[src/hw/rtl/i2cms_pkg.sv]
// shared types, codes and defaults of the i2c master message sequencer
`timescale 1ns / 1ps

package i2cms_pkg;

  localparam int MaxMsgsDefault  = 8;
  localparam int BufBytesDefault = 256;

  typedef enum logic [1:0] {
    OpLoad    = 2'd0,
    OpWrite   = 2'd1,
    OpEnqueue = 2'd2,
    OpEvent   = 2'd3
  } op_e;

  localparam logic [7:0] StStart      = 8'h08;
  localparam logic [7:0] StRepStart   = 8'h10;
  localparam logic [7:0] StMtSlaAck   = 8'h18;
  localparam logic [7:0] StMtSlaNack  = 8'h20;
  localparam logic [7:0] StMtDataAck  = 8'h28;
  localparam logic [7:0] StMtDataNack = 8'h30;
  localparam logic [7:0] StMrSlaAck   = 8'h40;
  localparam logic [7:0] StMrSlaNack  = 8'h48;
  localparam logic [7:0] StMrDataAck  = 8'h50;
  localparam logic [7:0] StMrDataNack = 8'h58;

  localparam logic [1:0] ChainOk   = 2'd0;
  localparam logic [1:0] ChainNack = 2'd1;
  localparam logic [1:0] ChainWcol = 2'd2;

  localparam logic [1:0] EnqAccepted = 2'd0;
  localparam logic [1:0] EnqBusy     = 2'd1;
  localparam logic [1:0] EnqDisabled = 2'd2;

  typedef struct packed {
    logic       write_collision;
    logic [7:0] rx_byte;
    logic [7:0] bus_status;
    logic [3:0] msg_count;
    logic [7:0] buf_byte;
    logic [7:0] buf_index;
    logic [7:0] msg_offset;
    logic [7:0] msg_length;
    logic [7:0] addr_byte;
    logic [2:0] slot;
  } in_item_t;

  typedef struct packed {
    logic [5:0] pad;
    logic [1:0] enqueue_result;
    logic [1:0] chain_status;
    logic       idle;
    logic [7:0] rx_store_index;
    logic       rx_store_valid;
    logic [7:0] tx_byte;
    logic       tx_valid;
    logic       ack_next;
    logic       send_stop;
    logic       send_start;
  } out_item_t;

endpackage

[src/hw/rtl/i2cms_ram.sv]
// generic single write port ram with registered read
`timescale 1ns / 1ps

module i2cms_ram #(
  parameter int Width = 8,
  parameter int Depth = 256,
  localparam int AddrW = (Depth > 1) ? $clog2(Depth) : 1
) (
  input  logic             clk_i,
  input  logic             we_i,
  input  logic [AddrW-1:0] waddr_i,
  input  logic [Width-1:0] wdata_i,
  input  logic [AddrW-1:0] raddr_i,
  output logic [Width-1:0] rdata_o
);

  logic [Width-1:0] mem_q [Depth];

  always_ff @(posedge clk_i) begin
    if (we_i) begin
      mem_q[waddr_i] <= wdata_i;
    end
    rdata_o <= mem_q[raddr_i];
  end

endmodule

[src/hw/rtl/i2c_master_message_sequencer.sv]
// i2c master message sequencer top level
//
// usage: descriptors (address byte, length, offset) and buffer bytes are
// loaded through the slave stream, tuser selects the operation. an enqueue
// request starts a chain from slot 0; every later bus status event request
// yields the next bus action (start, stop, byte to send, ack, stored byte).
// every request accepted on s_axis gives exactly one result on m_axis.
// cfg channel writes bus_enable, always ready; the user must write it only while
// the block is idle, the block itself does not enforce this. path: a request
// is worked out by the decode logic from the input register and its result
// is registered in the result register, from which m_axis takes it.
// throughput: one request per cycle while m_axis_tready is high, set by the
// single decode stage; the buffer ram is read at the next pointer each cycle
// and a same cycle write is forwarded.
// reset: chain idle, status success, bus disabled; descriptor and buffer
// contents are undefined until written.
// stall: while m_axis_tready is low the result holds and one more request
// is taken into the input register, then s_axis_tready drops.
`timescale 1ns / 1ps

module i2c_master_message_sequencer #(
  parameter int MaxMsgs  = i2cms_pkg::MaxMsgsDefault,
  parameter int BufBytes = i2cms_pkg::BufBytesDefault
) (
  input  logic        clk_i,
  input  logic        rst_ni,
  input  logic        cfg_valid_i,
  output logic        cfg_ready_o,
  input  logic        cfg_data_i,
  input  logic        s_axis_tvalid,
  output logic        s_axis_tready,
  // slot, addr_byte, msg_length, msg_offset, buf_index, buf_byte, msg_count,
  // bus_status, rx_byte, write_collision
  input  logic [63:0] s_axis_tdata,
  // operation
  input  logic [1:0]  s_axis_tuser,
  output logic        m_axis_tvalid,
  input  logic        m_axis_tready,
  // send_start, send_stop, ack_next, tx_valid, tx_byte, rx_store_valid,
  // rx_store_index, idle, chain_status, enqueue_result, zero pad
  output logic [31:0] m_axis_tdata
);

  localparam int SlotW = (MaxMsgs > 1) ? $clog2(MaxMsgs) : 1;
  localparam int MsgW  = $clog2(MaxMsgs + 1);
  localparam int AddrW = (BufBytes > 1) ? $clog2(BufBytes) : 1;

  function automatic logic [AddrW-1:0] buf_wrap(input logic [7:0] ptr);
    logic [11:0] v;
    v = {4'd0, ptr};
    for (int k = 3; k >= 0; k--) begin
      if (v >= 12'(BufBytes << k)) begin
        v = v - 12'(BufBytes << k);
      end
    end
    return v[AddrW-1:0];
  endfunction

  // configuration
  logic bus_enable_q;
  assign cfg_ready_o = 1'b1;

  // input register
  logic                item_valid_q;
  i2cms_pkg::in_item_t item_q;
  logic [1:0]          s_axis_tuser_q;
  i2cms_pkg::op_e      op_q;
  logic                exec;

  // result register
  logic                 out_valid_q;
  i2cms_pkg::out_item_t out_q;
  i2cms_pkg::out_item_t res;

  // chain state
  logic [SlotW-1:0] cur_slot_q, cur_slot_d;
  logic [MsgW-1:0]  msgs_left_q, msgs_left_d;
  logic [7:0]       bytes_left_q, bytes_left_d;
  logic [7:0]       buf_ptr_q, buf_ptr_d;
  logic             idle_q, idle_d;
  logic [1:0]       status_q, status_d;

  // descriptor table
  logic [7:0] desc_addr_q [MaxMsgs];
  logic [7:0] desc_len_q  [MaxMsgs];
  logic [7:0] desc_off_q  [MaxMsgs];
  logic       desc_we;
  logic [SlotW-1:0] desc_widx;

  // buffer ram
  logic             ram_we;
  logic [AddrW-1:0] ram_waddr;
  logic [7:0]       ram_wdata;
  logic [AddrW-1:0] ram_raddr;
  logic [7:0]       ram_rdata;
  logic             fwd_hit_q;
  logic [7:0]       fwd_data_q;
  logic [7:0]       buf_rd;
  logic [AddrW-1:0] ptr_at;

  logic [SlotW-1:0] slot_next;
  logic [SlotW-1:0] begin_slot;
  logic [7:0]       bl_dec;
  logic [MsgW-1:0]  ml_dec;
  logic [3:0]       cnt_fix;
  logic             do_finish;
  logic             do_store;

  assign op_q          = i2cms_pkg::op_e'(s_axis_tuser_q);

  assign exec          = item_valid_q && (!out_valid_q || m_axis_tready);
  assign s_axis_tready = !item_valid_q || exec;
  assign m_axis_tvalid = out_valid_q;
  assign m_axis_tdata  = out_q;

  assign slot_next  = (cur_slot_q == SlotW'(MaxMsgs - 1)) ? '0 : cur_slot_q + 1'b1;
  assign begin_slot = (op_q == i2cms_pkg::OpEnqueue) ? '0 : slot_next;
  assign bl_dec     = (bytes_left_q == 8'd0) ? 8'd0 : bytes_left_q - 8'd1;
  assign ml_dec     = (msgs_left_q == '0) ? '0 : msgs_left_q - 1'b1;
  assign cnt_fix    = (item_q.msg_count == 4'd0) ? 4'd1 : item_q.msg_count;
  assign ptr_at     = buf_wrap(buf_ptr_q);
  assign buf_rd     = fwd_hit_q ? fwd_data_q : ram_rdata;
  assign desc_widx  = SlotW'(item_q.slot);

  always_comb begin
    res          = '0;
    cur_slot_d   = cur_slot_q;
    msgs_left_d  = msgs_left_q;
    bytes_left_d = bytes_left_q;
    buf_ptr_d    = buf_ptr_q;
    idle_d       = idle_q;
    status_d     = status_q;
    desc_we      = 1'b0;
    ram_we       = 1'b0;
    ram_waddr    = ptr_at;
    ram_wdata    = item_q.rx_byte;
    do_finish    = 1'b0;
    do_store     = 1'b0;
    if (exec) begin
      case (op_q)
        i2cms_pkg::OpLoad: begin
          desc_we = (int'(item_q.slot) < MaxMsgs);
        end
        i2cms_pkg::OpWrite: begin
          ram_we    = (int'(item_q.buf_index) < BufBytes);
          ram_waddr = AddrW'(item_q.buf_index);
          ram_wdata = item_q.buf_byte;
        end
        i2cms_pkg::OpEnqueue: begin
          if (!bus_enable_q) begin
            res.enqueue_result = i2cms_pkg::EnqDisabled;
          end else if (!idle_q) begin
            res.enqueue_result = i2cms_pkg::EnqBusy;
          end else begin
            res.enqueue_result = i2cms_pkg::EnqAccepted;
            msgs_left_d  = (int'(cnt_fix) > MaxMsgs) ? MsgW'(MaxMsgs) : MsgW'(cnt_fix);
            cur_slot_d   = '0;
            bytes_left_d = desc_len_q[begin_slot];
            buf_ptr_d    = desc_off_q[begin_slot];
            idle_d       = 1'b0;
            status_d     = i2cms_pkg::ChainOk;
            res.send_start = 1'b1;
          end
        end
        i2cms_pkg::OpEvent: begin
          if (!idle_q) begin
            if (item_q.write_collision) begin
              status_d = i2cms_pkg::ChainWcol;
              idle_d   = 1'b1;
            end else begin
              case (item_q.bus_status)
                i2cms_pkg::StStart, i2cms_pkg::StRepStart: begin
                  res.tx_valid = 1'b1;
                  res.tx_byte  = desc_addr_q[cur_slot_q];
                end
                i2cms_pkg::StMtSlaAck, i2cms_pkg::StMtDataAck: begin
                  if (bytes_left_q == 8'd0) begin
                    do_finish = 1'b1;
                  end else begin
                    res.tx_valid = 1'b1;
                    res.tx_byte  = buf_rd;
                    buf_ptr_d    = buf_ptr_q + 8'd1;
                    bytes_left_d = bytes_left_q - 8'd1;
                  end
                end
                i2cms_pkg::StMrSlaAck: begin
                  res.ack_next = (bytes_left_q > 8'd1);
                end
                i2cms_pkg::StMrDataAck: begin
                  do_store = 1'b1;
                  if (bl_dec > 8'd1) begin
                    res.ack_next = 1'b1;
                  end else if (bl_dec == 8'd0) begin
                    do_finish = 1'b1;
                  end
                end
                i2cms_pkg::StMrDataNack: begin
                  do_store  = 1'b1;
                  do_finish = 1'b1;
                end
                i2cms_pkg::StMtSlaNack, i2cms_pkg::StMrSlaNack,
                i2cms_pkg::StMtDataNack: begin
                  status_d      = i2cms_pkg::ChainNack;
                  res.send_stop = 1'b1;
                  idle_d        = 1'b1;
                end
                default: begin
                  res.send_stop = 1'b1;
                  idle_d        = 1'b1;
                end
              endcase
            end
          end
        end
        default: ;
      endcase

      if (do_store) begin
        ram_we             = 1'b1;
        ram_waddr          = ptr_at;
        ram_wdata          = item_q.rx_byte;
        res.rx_store_valid = 1'b1;
        res.rx_store_index = 8'(ptr_at);
        buf_ptr_d          = buf_ptr_q + 8'd1;
        bytes_left_d       = bl_dec;
      end

      if (do_finish) begin
        msgs_left_d = ml_dec;
        if (ml_dec != '0) begin
          cur_slot_d     = slot_next;
          bytes_left_d   = desc_len_q[begin_slot];
          buf_ptr_d      = desc_off_q[begin_slot];
          res.send_start = 1'b1;
        end else begin
          res.send_stop = 1'b1;
          status_d      = i2cms_pkg::ChainOk;
          idle_d        = 1'b1;
        end
      end
    end
    res.idle         = idle_d;
    res.chain_status = status_d;
  end

  assign ram_raddr = buf_wrap(buf_ptr_d);

  i2cms_ram #(
    .Width(8),
    .Depth(BufBytes)
  ) u_buf_ram (
    .clk_i  (clk_i),
    .we_i   (ram_we),
    .waddr_i(ram_waddr),
    .wdata_i(ram_wdata),
    .raddr_i(ram_raddr),
    .rdata_o(ram_rdata)
  );

  always_ff @(posedge clk_i or negedge rst_ni) begin
    if (!rst_ni) begin
      bus_enable_q <= 1'b0;
      item_valid_q <= 1'b0;
      out_valid_q  <= 1'b0;
      cur_slot_q   <= '0;
      msgs_left_q  <= '0;
      bytes_left_q <= 8'd0;
      buf_ptr_q    <= 8'd0;
      idle_q       <= 1'b1;
      status_q     <= i2cms_pkg::ChainOk;
      fwd_hit_q    <= 1'b0;
    end else begin
      if (cfg_valid_i) begin
        bus_enable_q <= cfg_data_i;
      end
      if (s_axis_tready) begin
        item_valid_q <= s_axis_tvalid;
      end
      if (exec) begin
        out_valid_q <= 1'b1;
      end else if (m_axis_tready) begin
        out_valid_q <= 1'b0;
      end
      cur_slot_q   <= cur_slot_d;
      msgs_left_q  <= msgs_left_d;
      bytes_left_q <= bytes_left_d;
      buf_ptr_q    <= buf_ptr_d;
      idle_q       <= idle_d;
      status_q     <= status_d;
      fwd_hit_q    <= ram_we && (ram_waddr == ram_raddr);
    end
  end

  // payload registers
  always_ff @(posedge clk_i) begin
    if (s_axis_tready && s_axis_tvalid) begin
      item_q         <= i2cms_pkg::in_item_t'(s_axis_tdata);
      s_axis_tuser_q <= s_axis_tuser;
    end
    if (exec) begin
      out_q <= res;
    end
    fwd_data_q <= ram_wdata;
    if (desc_we) begin
      desc_addr_q[desc_widx] <= item_q.addr_byte;
      desc_len_q[desc_widx]  <= item_q.msg_length;
      desc_off_q[desc_widx]  <= item_q.msg_offset;
    end
  end

  // checks
  assert property (@(posedge clk_i) disable iff (!rst_ni)
    !out_valid_q |-> s_axis_tready)
    else $error("input stalled with empty result register");

  assert property (@(posedge clk_i) disable iff (!rst_ni)
    item_valid_q && !out_valid_q |=> out_valid_q)
    else $error("pending request produced no result");

  assert property (@(posedge clk_i) disable iff (!rst_ni)
    out_valid_q && out_q.send_start |-> !out_q.idle)
    else $error("start requested while chain reports idle");

  assert property (@(posedge clk_i) disable iff (!rst_ni)
    out_valid_q && !out_q.tx_valid |-> out_q.tx_byte == 8'd0)
    else $error("tx byte set without tx valid");

endmodule

[config.mk]
export PLATFORM = sky130hd
export DESIGN_NAME = i2c_master_message_sequencer
export DESIGN_NICKNAME = d
export VERILOG_FILES = /design/src/hw/rtl/i2cms_pkg.sv /design/src/hw/rtl/i2cms_ram.sv /design/src/hw/rtl/i2c_master_message_sequencer.sv
export SDC_FILE = /design/constraint.sdc
export NUM_CORES = 2
export LEC_CHECK = 0
export ABC_CLOCK_PERIOD_IN_PS = 5900
export BUFFER_PORTS_ARGS = -buffer_cell sky130_fd_sc_hd__buf_2
export CORE_MARGIN = 4
export CORE_UTILIZATION = 60
export CTS_CLUSTER_SIZE = 14
export DETAILED_ROUTE_END_ITERATION = 6
export GPL_TIMING_DRIVEN = 0
export PLACE_DENSITY = 0.76
export SLEW_MARGIN = 5
export SYNTH_ARGS = -nofsm -noshare
export SYNTH_HDL_FRONTEND = slang
export SYNTH_HIERARCHICAL = 1
export SYNTH_SLANG_ARGS = --single-unit
[constraint.sdc]
create_clock -name clk_i -period 5.9 [get_ports clk_i]
set_input_delay 0.885 -clock clk_i [delete_from_list [all_inputs] [get_ports clk_i]]
set_output_delay 0.885 -clock clk_i [all_outputs]
set_load 0.005 [all_outputs]
==> impl_metrics.yaml <==
run_status:
  run_status: "finished, violations left"
  failed_checks: "antenna violations, negative setup slack"
floorplanning:
  initial_core_util_pct: 60.5
  die-area_um2: 162000
  core_area_um2: 154000
  io_pins: 107
  dieHeight_um: 402
  fp.dieW_um: 402
  rows: 144
power:
  power_density_nw_per_um2: 408
  p_leak_nw: 32.7
  ir_drop_mv: 0.359
detailed_routing:
  routed.top_layer: "met5"
  wl_met2_um: 126000
  wl_met1_um: 87500
  drtAntennaViolNets: 1
  via_per_inst: 7.18
  drt-initial-drc-count: 9197
  num_vias: 52416
  wirelength_um: 274000
  wl_met3_um: 41300
  wire_per_inst_um: 37.4
  drc_errors: 0
  drt_first_pass_iters: 7
synth:
  synth_edf_count: 2332
  synth.yosys.seq_area_share_pct: 76.2
  synthFlopType: "edfxtp_1"
  synth_top_area_share_pct: 75.1
  yosysWarnings: 6
  yosysTopAreaCell: "edfxtp_1"
  syn_inst: 4707
  avgSynthCellArea_um2: 19.8
  ys_top_cells_by_area: "edfxtp_1, mux4_2, mux2i_1"
  synth.cells.most_frequent: "edfxtp_1, mux4_2, nor2_1"
  async_reset_ff_share_pct: 1.26
  yosys_register_bits: 2378
  syn_area_um2: 93300
  yosysMostFrequentCell: "edfxtp_1"
  synth_cell_type_count: 105
clock_tree:
  cts_root_buffer: "clkbuf_16"
  cts.sinks: 2378
  clk_pin_slew_ns: 0.06
  cts_tree: "yes"
  htreeDepth: 4
  clockBufferDepth: 3
  clock_latency_ns: 0.88
  numCtsBuffers: 222
  hold_buffers: 0
critical_path:
  cp_num_cells: 19
  crit_end: "u_buf_ram/rdata_o[7]"
  critPathTopFamily: "simple AND/OR/NAND/NOR gates"
  startpoint: "bytes_left_q[0]"
  worst_setup_path_start_kind: "flip-flop"
  worstPathRequired_ns: 6.57
  end_kind: "flip-flop"
  crit_fanout: 10
  critPathArrivalTime_ns: 6.67
  r2r_slack_ns: -0.1
  timing.rr.end: "u_buf_ram/rdata_o[7]"
  crit_chain: "inv_2 -> ha_4 -> nor3b_4 -> and2_4 -> inv_1 -> ha_1 -> nor4_1 -> nand2_1 -> o211ai_1 -> a32oi_2 -> mux2_4 -> buf_4 -> clkbuf_4 -> nor2_2 -> clkbuf_2 -> a22oi_1 -> a21oi_1 -> nor3_1 -> nor4_2"
  path_buf_inv: 5
  cp_slowest_stage_delay_ns: 0.71
  r2r_cells: 19
  slowest_stage: "nor4_2"
  criticalPathCategory: "reg -> reg"
  reg2reg_from: "bytes_left_q[0]"
sta:
  finalSetupViolations: 4
  finalHoldViolations: 0
  period_needed_ns: 6.00
  worst_slew_pin_slew_ns: 1.24
  max_slew_margin_pct: 17.0
  timing.final.ws_setup_ns: -0.0977
  fmax_mhz: 167
  final_max_slew_viol_count: 0
  skew_ns: 0.0380
  period_share_pct: 102
grt:
  grt_overflow: 0
  grt_pass1_wl_um: 383000
  grt_max_degree: 159
  grt_pass1_vias: 51092
  grtUsageTotal_pct: 33.9
  antenna_found_initial: 13
placement:
  place_congestion: 1.02
  dp.cells: 6879
  post-place-ws_ns: -2.08
  dp.final_hpwl_um: 177000
  io_buffers: 99
job:
  cap_violations: 0
cells_and_area:
  fin_util_pct: 68.3
  final_cells: 7305
  fin_nets: 5142
  drive_above_1_share_pct: 24.5
  areaGrowthSynthToFinish_pct: 12.9
min_path:
  hp-class: "in -> async"
how the worst min path moves through the flow:
stage,endpoint,depth (start not counted)
after floorplan,m_axis_tvalid,1
after global placement,m_axis_tvalid,1
after detailed placement,status_q[1],1
after CTS,bytes_left_q[5],1
after global routing,item_q[13],1
final,bytes_left_q[6],1
layout by cell type (no fill, tap or decap), types with 15 or more instances in the layout:
cell type  netlist  final
a211oi_1        19     17
a21oi_1        126    115
a221oi_1        19     15
a22oi_1        134    131
a31oi_1         20     20
and2_1          16     15
buf_16           0     17
buf_2           39    126
buf_4           36     54
buf_6           27     39
buf_8           13     16
clkbuf_1       144    120
clkbuf_16        0    224
clkbuf_2         1     56
clkbuf_4         0     22
clkinv_1         1     45
clkinv_2         0     48
dfrtp_1         29     27
dfxtp_1         16     16
edfxtp_1      2332   2332
inv_1           17     15
mux2i_1        169    169
mux4_2         470    470
nand2_1        134    132
nand2b_1        18     17
nand3_1         52     52
nand4_1         16     16
nor2_1         351    340
nor2b_1         35     34
nor3_1          33     18
nor4_4           1     23
o211ai_1        22     22
o21ai_0         65     59
o221ai_1        53     51
o22ai_1         50     50
logic make-up (layout without fill, tap and decap cells):
family                   Yosys count  count (layout)  share of synthesized area, %
AO/OA/AOI/OAI                    590             590                          4.38
flip-flops                      2378            2378                          76.2
AND/OR/NAND/NOR                  740             740                          3.73
multiplexers                     666             666                          13.5
XOR/XNOR                          10              10                        0.0939
other                              2              20                       0.00805
adder cells (fa/ha/maj)            7               7                        0.0939
buffers and inverters            314             850                          1.98
area by class of cell:
| type | instances | area (um^2) |
|---|---|---|
| antenna | 13 | 32.5 |
| buffer | 293 | 2150 |
| clock buffer | 285 | 5890 |
| clock inverter | 124 | 1110 |
| fill | 9443 | 48900 |
| inverter | 19 | 76.3 |
| multi-input combinational | 2020 | 21300 |
| sequential | 2378 | 71100 |
| tap | 2044 | 2560 |
| timing repair buffer | 129 | 1050 |
flip-flops by register name, indices dropped and copies added, names as in the netlist, 3 cells and up:
name,count
item_q,61
buf_ptr_q,8
fwd_data_q,8
u_buf_ram/rdata_o,8
m_axis_tdata,26
desc_len_q,64
cur_slot_q,3
desc_off_q,64
desc_addr_q,64
u_buf_ram/mem_q,2048
desc_widx,3
msgs_left_q,4
bytes_left_q,8
where the power goes:
part | internal (mW) | switching (mW)
Sequential | 18.9 | 0.126
Clock | 7.67 | 6.16
Combinational | 3.44 | 6.74
Total | 30.0 | 13.0
per-stage QoR:
| stage | TNS [ns] | power [mW] | hold slack [ns] | instance area (um^2) |
|---|---|---|---|---|
| after floorplan | 0 | 24.4 | 0.457 | 93300 |
| after global placement | -2587.40 | 28.1 | 0.463 | 96400 |
| after detailed placement | -34.20 | 28.3 | 0.484 | 97100 |
| after CTS | 0 | 42.4 | 0.0944 | 105000 |
| after global routing | -0.0247 | 43.8 | 0.162 | 105000 |
| final | -0.250 | 43.0 | 0.138 | 105000 |
repair_timing:
action / 4_1_cts / 5_1_grt
resized for setup: 238 / 106
pin swaps: 14 / 15
buffers inserted: 1 / 5
endpoints found under the setup margin: 8 / 8
routing by layer:
layer	GRT usage (%)	up-vias
met1	43.6	26592
met4	20.0	8
met2	50.6	4731
met5	0	-
met3	11.8	955
li1	-	20130
Power figures use the tool's default switching activity.
